### config.mk
export PLATFORM = sky130hd
export DESIGN_NAME = twis_cell
export DESIGN_NICKNAME = d
export VERILOG_FILES = /design/src/rtl/twis_pkg.sv /design/src/rtl/twis_cell.sv
export SDC_FILE = /design/constraint.sdc
export NUM_CORES = 1
export LEC_CHECK = 0
export ABC_AREA = 1
export BUFFER_PORTS_ARGS = -buffer_cell sky130_fd_sc_hd__buf_2
export CAP_MARGIN = 10
export CORE_MARGIN = 1
export CORE_UTILIZATION = 54
export CTS_CLUSTER_DIAMETER = 30
export DETAILED_ROUTE_END_ITERATION = 7
export PLACE_DENSITY_LB_ADDON = 0.1
export SETUP_SLACK_MARGIN = 0.3
export SKIP_CTS_REPAIR_TIMING = 1
export SLEW_MARGIN = 25
export SYNTH_ARGS = -nofsm -noshare
export SYNTH_HDL_FRONTEND = slang
export SYNTH_SLANG_ARGS = --single-unit
export TNS_END_PERCENT = 5
### constraint.sdc
create_clock -name clk -period 6.8 [get_ports clk]
set_input_delay 1.02 -clock clk [delete_from_list [all_inputs] [get_ports clk]]
set_output_delay 1.02 -clock clk [all_outputs]
set_load 0.05 [all_outputs]
### src/rtl/twis_pkg.sv
// shared types, codes and constants of the irrigation window scheduler
package twis_pkg;

  localparam int SLOT_CAPACITY_DEF = 32;

  localparam logic [1:0] MODE_CLEAR = 2'd0;
  localparam logic [1:0] MODE_LOAD  = 2'd1;
  localparam logic [1:0] MODE_TICK  = 2'd2;

  localparam logic [1:0] STATUS_OK   = 2'd0;
  localparam logic [1:0] STATUS_FULL = 2'd1;
  localparam logic [1:0] STATUS_ZERO = 2'd2;

  localparam int          ADDR_W      = 3;
  localparam logic [2:0]  ADDR_THRESH = 3'd0;
  localparam logic [9:0]  THRESH_RST  = 10'd600;

  // scan token handed from cell to cell
  typedef struct packed {
    logic        vld;
    logic [31:0] now_time;
    logic        below;
    logic        pump_on;
    logic        inwin;
    logic        started;
    logic [15:0] minutes;
  } tok_t;

  // table write broadcast
  typedef struct packed {
    logic        load;
    logic        clr;
    logic [31:0] win_start;
    logic [31:0] win_end;
    logic [15:0] run;
  } wr_t;

  typedef struct packed {
    logic        pump_start;
    logic [15:0] pump_minutes;
    logic        in_window;
    logic [1:0]  load_status;
  } res_t;

endpackage

### src/rtl/twis_cell.sv
// one window slot of the scan chain
module twis_cell #(
  parameter int IDX   = 0,
  parameter int CNT_W = 6
) (
  input  logic               clk,
  input  logic               rst,
  input  logic [CNT_W-1:0]   count,
  input  twis_pkg::wr_t      wr,
  input  twis_pkg::tok_t     tin,
  output twis_pkg::tok_t     tout
);
  import twis_pkg::*;

  logic [31:0] win_start;
  logic [31:0] win_end;
  logic [15:0] run;
  logic        done;
  logic        hit;
  logic        take;
  tok_t        tok_next;

  assign hit  = tin.vld && (CNT_W'(IDX) < count) &&
                (tin.now_time >= win_start) && (tin.now_time < win_end);
  assign take = hit && !tin.pump_on && !tin.started && !done;

  always_comb begin
    tok_next = tin;
    if (hit) begin
      tok_next.inwin = 1'b1;
    end
    if (take && tin.below) begin
      tok_next.started = 1'b1;
      tok_next.minutes = run;
    end
  end

  always_ff @(posedge clk) begin
    if (wr.load && (count == CNT_W'(IDX))) begin
      win_start <= wr.win_start;
      win_end   <= wr.win_end;
      run       <= wr.run;
    end
    tout.now_time <= tok_next.now_time;
    tout.below    <= tok_next.below;
    tout.pump_on  <= tok_next.pump_on;
    tout.inwin    <= tok_next.inwin;
    tout.started  <= tok_next.started;
    tout.minutes  <= tok_next.minutes;
    if (rst) begin
      done     <= 1'b0;
      tout.vld <= 1'b0;
    end else begin
      tout.vld <= tin.vld;
      if (wr.clr || (wr.load && (count == CNT_W'(IDX)))) begin
        done <= 1'b0;
      end else if (take) begin
        done <= 1'b1;
      end
    end
  end

endmodule

* After elaboration in Yosys (flattened, before gate mapping)
Index checks and enable logic that the tools add are counted.
Word-level totals: bits of input ports 143, register bits after elaboration 134, output and inout bits 53, word-level logic and storage cells 29
Cells by class: reduce and logical (&&, ||, !) cells 14, order comparisons 3, multiplexer cells 1
Operators with widths (count):
- $ge 32x32->1 | 1
- $lt 32x32->1 | 1
- $mux 16 | 1
- $logic_and 1x1->1 | 8
- $logic_not 6->1 | 1
- $lt 1x6->1 const A | 1
- $logic_not 1->1 | 3
- $reduce_or 2->1 | 1
- $logic_or 1x1->1 | 1

* Logic depth before layout (Yosys ltp)
Gate-level depths: netlist of the first run.
word-level depth 9, gate-level depth with buffers 16, depth with buffers taken out 15

* Worst setup path before layout of the first run
No wires, ideal clock.
path type input to register, from input port count[1], to register run[0], enable pin, arrival time 2.829 ns, stages on the path 3, library setup time 0.434 ns, required time 6.366 ns, buffers on the path 0, slack 3.537 ns, path through nor2_1 > nand4_1 > inv_1
On the way: word-level cells in the longest chain between the ends 2
Ends and longest elaborated chain:
- start, declared | RTL line twis_cell.sv:8 | input logic [CNT_W-1:0] count,
- $logic_not 6->1 | RTL line twis_cell.sv:39 | if (wr.load && (count == CNT_W'(IDX))) begin
- $logic_and 1x1->1 | RTL line twis_cell.sv:39
- end signal, assigned | RTL line twis_cell.sv:42 | run <= wr.run;
- end, declared | RTL line twis_cell.sv:17 | logic [15:0] run;
Every way passes these cells. A chain may end at the register's enable or synchronous reset.

* Final worst setup path of the first run
from input port count[1], to register run[10], enable pin
The elaborated chain is that of the path after synthesis.

==> metrics.txt, run 1 <==
DP HPWL 8437 microns; unrepaired setup endpoints after global routing false; WL per Instance 13.40 microns; routed via count 3983; die span in y 103.9 microns; highest clock rate 0.4293 GHz; clock transition at the registers of the reported paths 0.06 ns; core area 9910 sq um; register area share after synthesis 62.18%; 1st-pass router iterations 4; CP max FO 56; clk_skew 0.005003 ns; Post-Syn Area per Cell 11.60 sq um; pwr/cell area 273.0 nW/um^2; fraction of layout cells with a size suffix above 1 35.41%; Final Hold Viols 0; Initial Util 56.53%; Worst-Skew Late Latency 0.51 ns; Hold Path Depth 2; Post-Synthesis Cells 483; Max-Cap Viols 0; Placement Cell Area 6695 sq um; vias per cell 4.742; Final Max Tran Viols 0; warnings from Yosys 0; row count 36; Ports 196; clock buffer count from CTS 17; Reg2Reg Depth 13; CTS Sinks 134; die span in x 103.9 microns; Pleak 3.599 nW; remaining global-route overflow 0; EDFF count, synth 80; DP Worst Slack 3.938 ns; Final Cycle Share 34.25%; CTS tree done; Hold WC Path Type reg -> reg; CTS root buffer clkbuf_8; CP Launch Type input port; asr flop ratio synth 0%; die area 10780 sq um; Mapped Area 5602 sq um; area share of the largest cell type after synthesis 42.89%; Synthesized Nets 689; Critical Path RT 6.94 ns; Sum Neg Setup Slack 0 ns; H-tree Lvls 4; vias in the first global route 3994; input/output buffers 195; # setup viols final 0; Yosys reg bits 134; Worst VDD drop 171.5 uV; Yosys top cell by area edfxtp_1; largest net degree at the start of global routing 57; Netlist cell types 30; initial antenna violation count 1; WS Path Type in -> reg; total wire length 11260 microns; Top FF cell, synth edfxtp_1; top post-synthesis cells by area edfxtp_1, dfxtp_1, ha_1, nand2_1, inv_1; Max clock buf depth 2; total power 0.001995 W; routability cong. 0.7571; status finished, final reports clean; worst rel slew slack 50.52%; setup ws final 4.471 ns; crit path capture type flip-flop; crit path DAT 2.47 ns; First DRT Iteration DRCs 106; # DRC 0; worst slew pin tran 0.7398 ns; Synth-to-Final Area Change 30.44%; Total GRT Usage 21.92%; Final min period 2.329 ns; DRT antenna net count 0; final instance area 7307 sq um; nets 899; wire length of the first global-routing pass 18240 microns
-- layer usage --
| metal | share of wire, % | GRT usage (%) | up-vias |
|---|---|---|---|
| li1 | - | - | 2050 |
| met1 | 43 | 26.55 | 1803 |
| met2 | 50 | 37.00 | 124 |
| met3 | 6.2 | 5.764 | 6 |
| met4 | 0.75 | 9.388 | 0 |
| met5 | 0 | 0 | - |
-- final cells by class --
cell class	instances	area, sq um
antenna	1	2.502
clock buffer	22	495.5
clock inverter	10	113.9
fill	699	2603
inverter	86	324.1
multi-input combinational	258	1738
sequential	134	3483
tap	133	166.4
timing repair buffer	196	983.4
-- flip-flops by register name (all words and copies together) (netlist names) --
signal     count
tout          53
win_start     32
win_end       32
done           1
run           16
-- critical path: stages --
cell      delay, ns
buf_2          0.10
nor2_1         0.15
nand4_1        0.16
clkinv_2       0.32
buf_4          0.65
-- logic make-up (layout without fill, tap and decap cells) --
family	count (synthesis)	in the layout	synth area share (%)
adders and majority gates	63	63	14.07
buffers and inverters	91	314	6.790
and+or+nand+nor	152	152	12.55
other	0	1	0
AOI/OAI and AO/OA	43	43	4.400
DFF	134	134	62.18
-- placed cells by master (no fill, tap or decap), types with 2 or more instances in the layout --
master | synthesis | final
clkbuf_16 | 0 | 18
o21a_1 | 2 | 2
ha_1 | 63 | 63
clkinvlp_4 | 0 | 2
o21ai_1 | 6 | 6
bufinv_16 | 0 | 2
a21oi_1 | 27 | 27
clkinv_2 | 0 | 4
dfxtp_1 | 54 | 54
nand3_1 | 8 | 8
buf_2 | 0 | 195
nand2_2 | 5 | 5
a21oi_2 | 2 | 2
clkbuf_8 | 2 | 3
inv_2 | 7 | 7
edfxtp_1 | 80 | 80
o21bai_1 | 2 | 2
or2_1 | 2 | 2
nor2_2 | 2 | 2
nand2_1 | 87 | 87
nor2_1 | 21 | 21
inv_1 | 78 | 77
nand4_1 | 22 | 22
-- final timing paths --
check / start / end / slack, ns
max: count[1] / run[10] / 4.47
max reg2reg: win_end[5] / tout[8] / 4.75
min reg2reg: run[6] / tout[6] / 0.49
min: run[6] / tout[6] / 0.49
-- cells in the mapped netlist (2+ instances only) --
master and number:
nand2_1 87, edfxtp_1 80, inv_1 78, ha_1 63, dfxtp_1 54, a21oi_1 27
nand4_1 22, nor2_1 21, nand3_1 8, inv_2 7, o21ai_1 6, nand2_2 5
a21oi_2 2, buf_6 2, clkbuf_8 2, nor2_2 2, o21a_1 2, o21bai_1 2
or2_1 2
-- stage by stage --
stage / util, % / hold slack (ns) / cells
after global routing: 73.74 / 0.5203 / 840
after floorplan: - / 0.4604 / 483
after CTS: 73.71 / 0.4984 / 839
after detailed placement: 67.56 / 0.4844 / 807
after global placement: 67.56 / 0.4752 / 807
final: 73.74 / 0.4946 / 840
-- where the power goes --
group | switching (W) | internal (W)
combinational | 0.000127 | 0.0000653
sequential | 0.00000443 | 0.000880
clock | 0.000333 | 0.000585
No activity file was read; power rests on OpenSTA's default activity.
==> inputs of run 2 (changes only) <==
CORE_UTILIZATION = 50   (was 54)
clock period = 2.39 ns   (was 6.8 ns; I/O delays follow)
==> run 2 against run 1 <==
Core utilization increased by 0.050 points; combinational power increased to 3.4 times the previous value; sequential share of layout area decreased by 4.3 points; worst hold slack got worse by 0.49 ns; routed wire length increased by 11%; register-to-register slack got worse by 4.4 ns; clock skew about the same; clock power increased to 2.7 times the previous value; sequential power increased to 2.8 times the previous value; total power increased to 2.8 times the previous value; die area increased by 7.8%; largest cell class unchanged; largest power group is now registers.
==> metrics.txt, run 2 (synthesis gave the netlist of run 1 again) <==
max FFs per register 53 (unchanged); CP max-delay cell edfxtp_1; CTS tree done; clock transition at the registers of the reported paths 0.06 ns (about the same); core area 10890 sq um (+9.9%); Reg power frac 44.9% (+0.6 points); Initial Util 51.45% (-5.1 points); initial antenna violation count 0 (-1); Synth-to-Final Area Change 43.42%; status finished, final reports clean; DRT antenna net count 0 (unchanged); 1st-pass router iterations 5 (+1); WL per Instance 13.61 microns (+1.5%); non-filler cells, final 916 (+9.0%); input/output buffers 195 (unchanged); worst slew pin tran 0.4717 ns (-0.2681 ns); Sum Neg Setup Slack 0 ns (unchanged); ANT cells 0 (-1); Hold WC Path Type in -> reg; DP HPWL 8502 microns (+0.77%); Total GRT Usage 20.84% (-1.1 points); WS Path Type reg -> reg; unrepaired setup endpoints after global routing true; Gate power share 11.6% (+2.0 points); Critical Path RT 2.80 ns (-4.14 ns); Final Max Tran Viols 0 (unchanged); die span in y 107.8 microns (+3.8%); Final Hold Viols 0 (unchanged); # setup viols final 0 (unchanged); Max clock buf depth 2 (unchanged); CP Launch Type flip-flop; worst rel slew slack 68.55% (+18 points); Reg2Reg Setup Slack 0.32 ns (-4.43 ns); vias per cell 4.688 (-1.1%); Worst-Skew Late Latency 0.52 ns (about the same); top flop regs tout x53, win_end x32, win_start x32; crit path DAT 2.48 ns (about the same); Critical path buffers and inverters 1 (-2); H-tree Lvls 4 (unchanged); Crit path largest cell delay 0.37 ns (-0.28 ns); Top reg by flops tout; routability cong. 0.7721 (+2.0%); Ports 196 (unchanged); clock buffer count from CTS 17 (unchanged); power share of the clock group 43.5% (-2.5 points); nets 969 (+7.8%); die span in x 107.8 microns (+3.8%); commonest non-fill, non-tap cell in the layout buf_2; remaining global-route overflow 0 (unchanged); CTS Sinks 134 (unchanged); fraction of layout cells with a size suffix above 1 32.99% (-2.4 points); Max-Cap Viols 0 (unchanged); internal power 0.004299 W (+180%); die area 11630 sq um (+7.8%); most frequent cells in the layout buf_2, nand2_1, edfxtp_1, inv_1, dlygate4sd3_1; wire length of the first global-routing pass 17820 microns (-2.3%); Pleak 3.872 nW (+7.6%); Crit path top cell by count nand2_1; CP delay by family, top simple AND/OR/NAND/NOR gates; CP cell instances inv_1 -> ha_1 -> a21oi_2 -> nor2_1 -> nor3_1 -> nand2_1 -> nand2_1 -> nand2_2 -> a21oi_4 -> nand4_4 -> nand2_1 -> nand2_1; largest net degree at the start of global routing 81 (+42%); Final min period 2.066 ns; Final Cycle Share 86.45%; vias in the first global route 3932 (-1.6%); CTS root buffer clkbuf_8; Worst VDD drop 509.3 uV (+200%); total wire length 12460 microns (+11%); Net Switching 0.001314 W (+180%); pwr/cell area 698.6 nW/um^2 (+160%); # fillers 755 (+8.0%); crit path capture type flip-flop; highest clock rate 0.4840 GHz; clk_skew 0.005263 ns (+0.0002596 ns); Net Sw Frac 23.41% (+0.12 points); row count 38 (+5.6%); routed via count 4294 (+7.8%); # DRC 0 (unchanged); Post-Place Cells 815 (+0.99%); CP max FO 8 (-86%); First DRT Iteration DRCs 173 (+63%)
run 2: metal layers:
layer	part of all wire, %	wire [microns]	vias up	global-route usage (%)
li1	-	-	2191	-
met1	42	5196	1929	24.97
met5	0	0	-	0
met2	50	6278	142	34.25
met4	2.6	318	0	9.980
met3	5.4	670	32	6.174
run 2: final timing paths:
check	endpoint	cells after the start	from
setup / recovery	tout[0]	12	win_end[5]
hold / removal	win_end[30]	1	wr[46]
setup reg to reg	tout[0]	12	win_end[5]
hold reg to reg	tout[0]	2	run[0]
run 2: worst register-to-register path, stage by stage (launching register included):
cell and delay (ns):
edfxtp_1 0.37, inv_1 0.07, ha_1 0.25, a21oi_2 0.13
nor2_1 0.05, nor3_1 0.13, nand2_1 0.12, nand2_1 0.09
nand2_2 0.09, a21oi_4 0.29, nand4_4 0.22, nand2_1 0.12
nand2_1 0.05
run 2: area by class of cell:
cell class                      count  area, sq um  area share, %
Multi-Input combinational cell    260         1809          22.52
Timing Repair Buffer              264         1682          20.93
Clock buffer                       23        456.7          5.684
Clock inverter                      9        101.3          1.261
Sequential cell                   134         3483          43.36
Tap cell                          140        175.2          2.180
Inverter                           86        326.6          4.065
run 2: stage by stage:
step | utilization (%) | instance area, sq um | setup WS, ns | hold slack [ns] | total power [W]
final | 73.79 | 8034 | 0.3238 | 0.008779 | 0.005613
after global routing | 73.79 | 8034 | 0.2053 | -0.009775 | 0.005818
after CTS | 67.04 | 7300 | 0.3142 | -0.04794 | 0.005550
after detailed placement | 61.92 | 6741 | 0.2318 | 0.4855 | 0.003121
after global placement | 61.92 | 6741 | 0.2888 | 0.4709 | 0.003104
after floorplan | - | 5620 | 0.2982 | 0.3862 | 0.002898
run 2: power groups by stage:
stage | clock network, W | logic, W | registers [W]
floorplan | 0 | 0.000153 | 0.00275
global placement | 0 | 0.000538 | 0.00257
detailed placement | 0 | 0.000553 | 0.00257
CTS | 0.00247 | 0.000557 | 0.00252
global route | 0.00258 | 0.000709 | 0.00252
finish | 0.00244 | 0.000653 | 0.00252
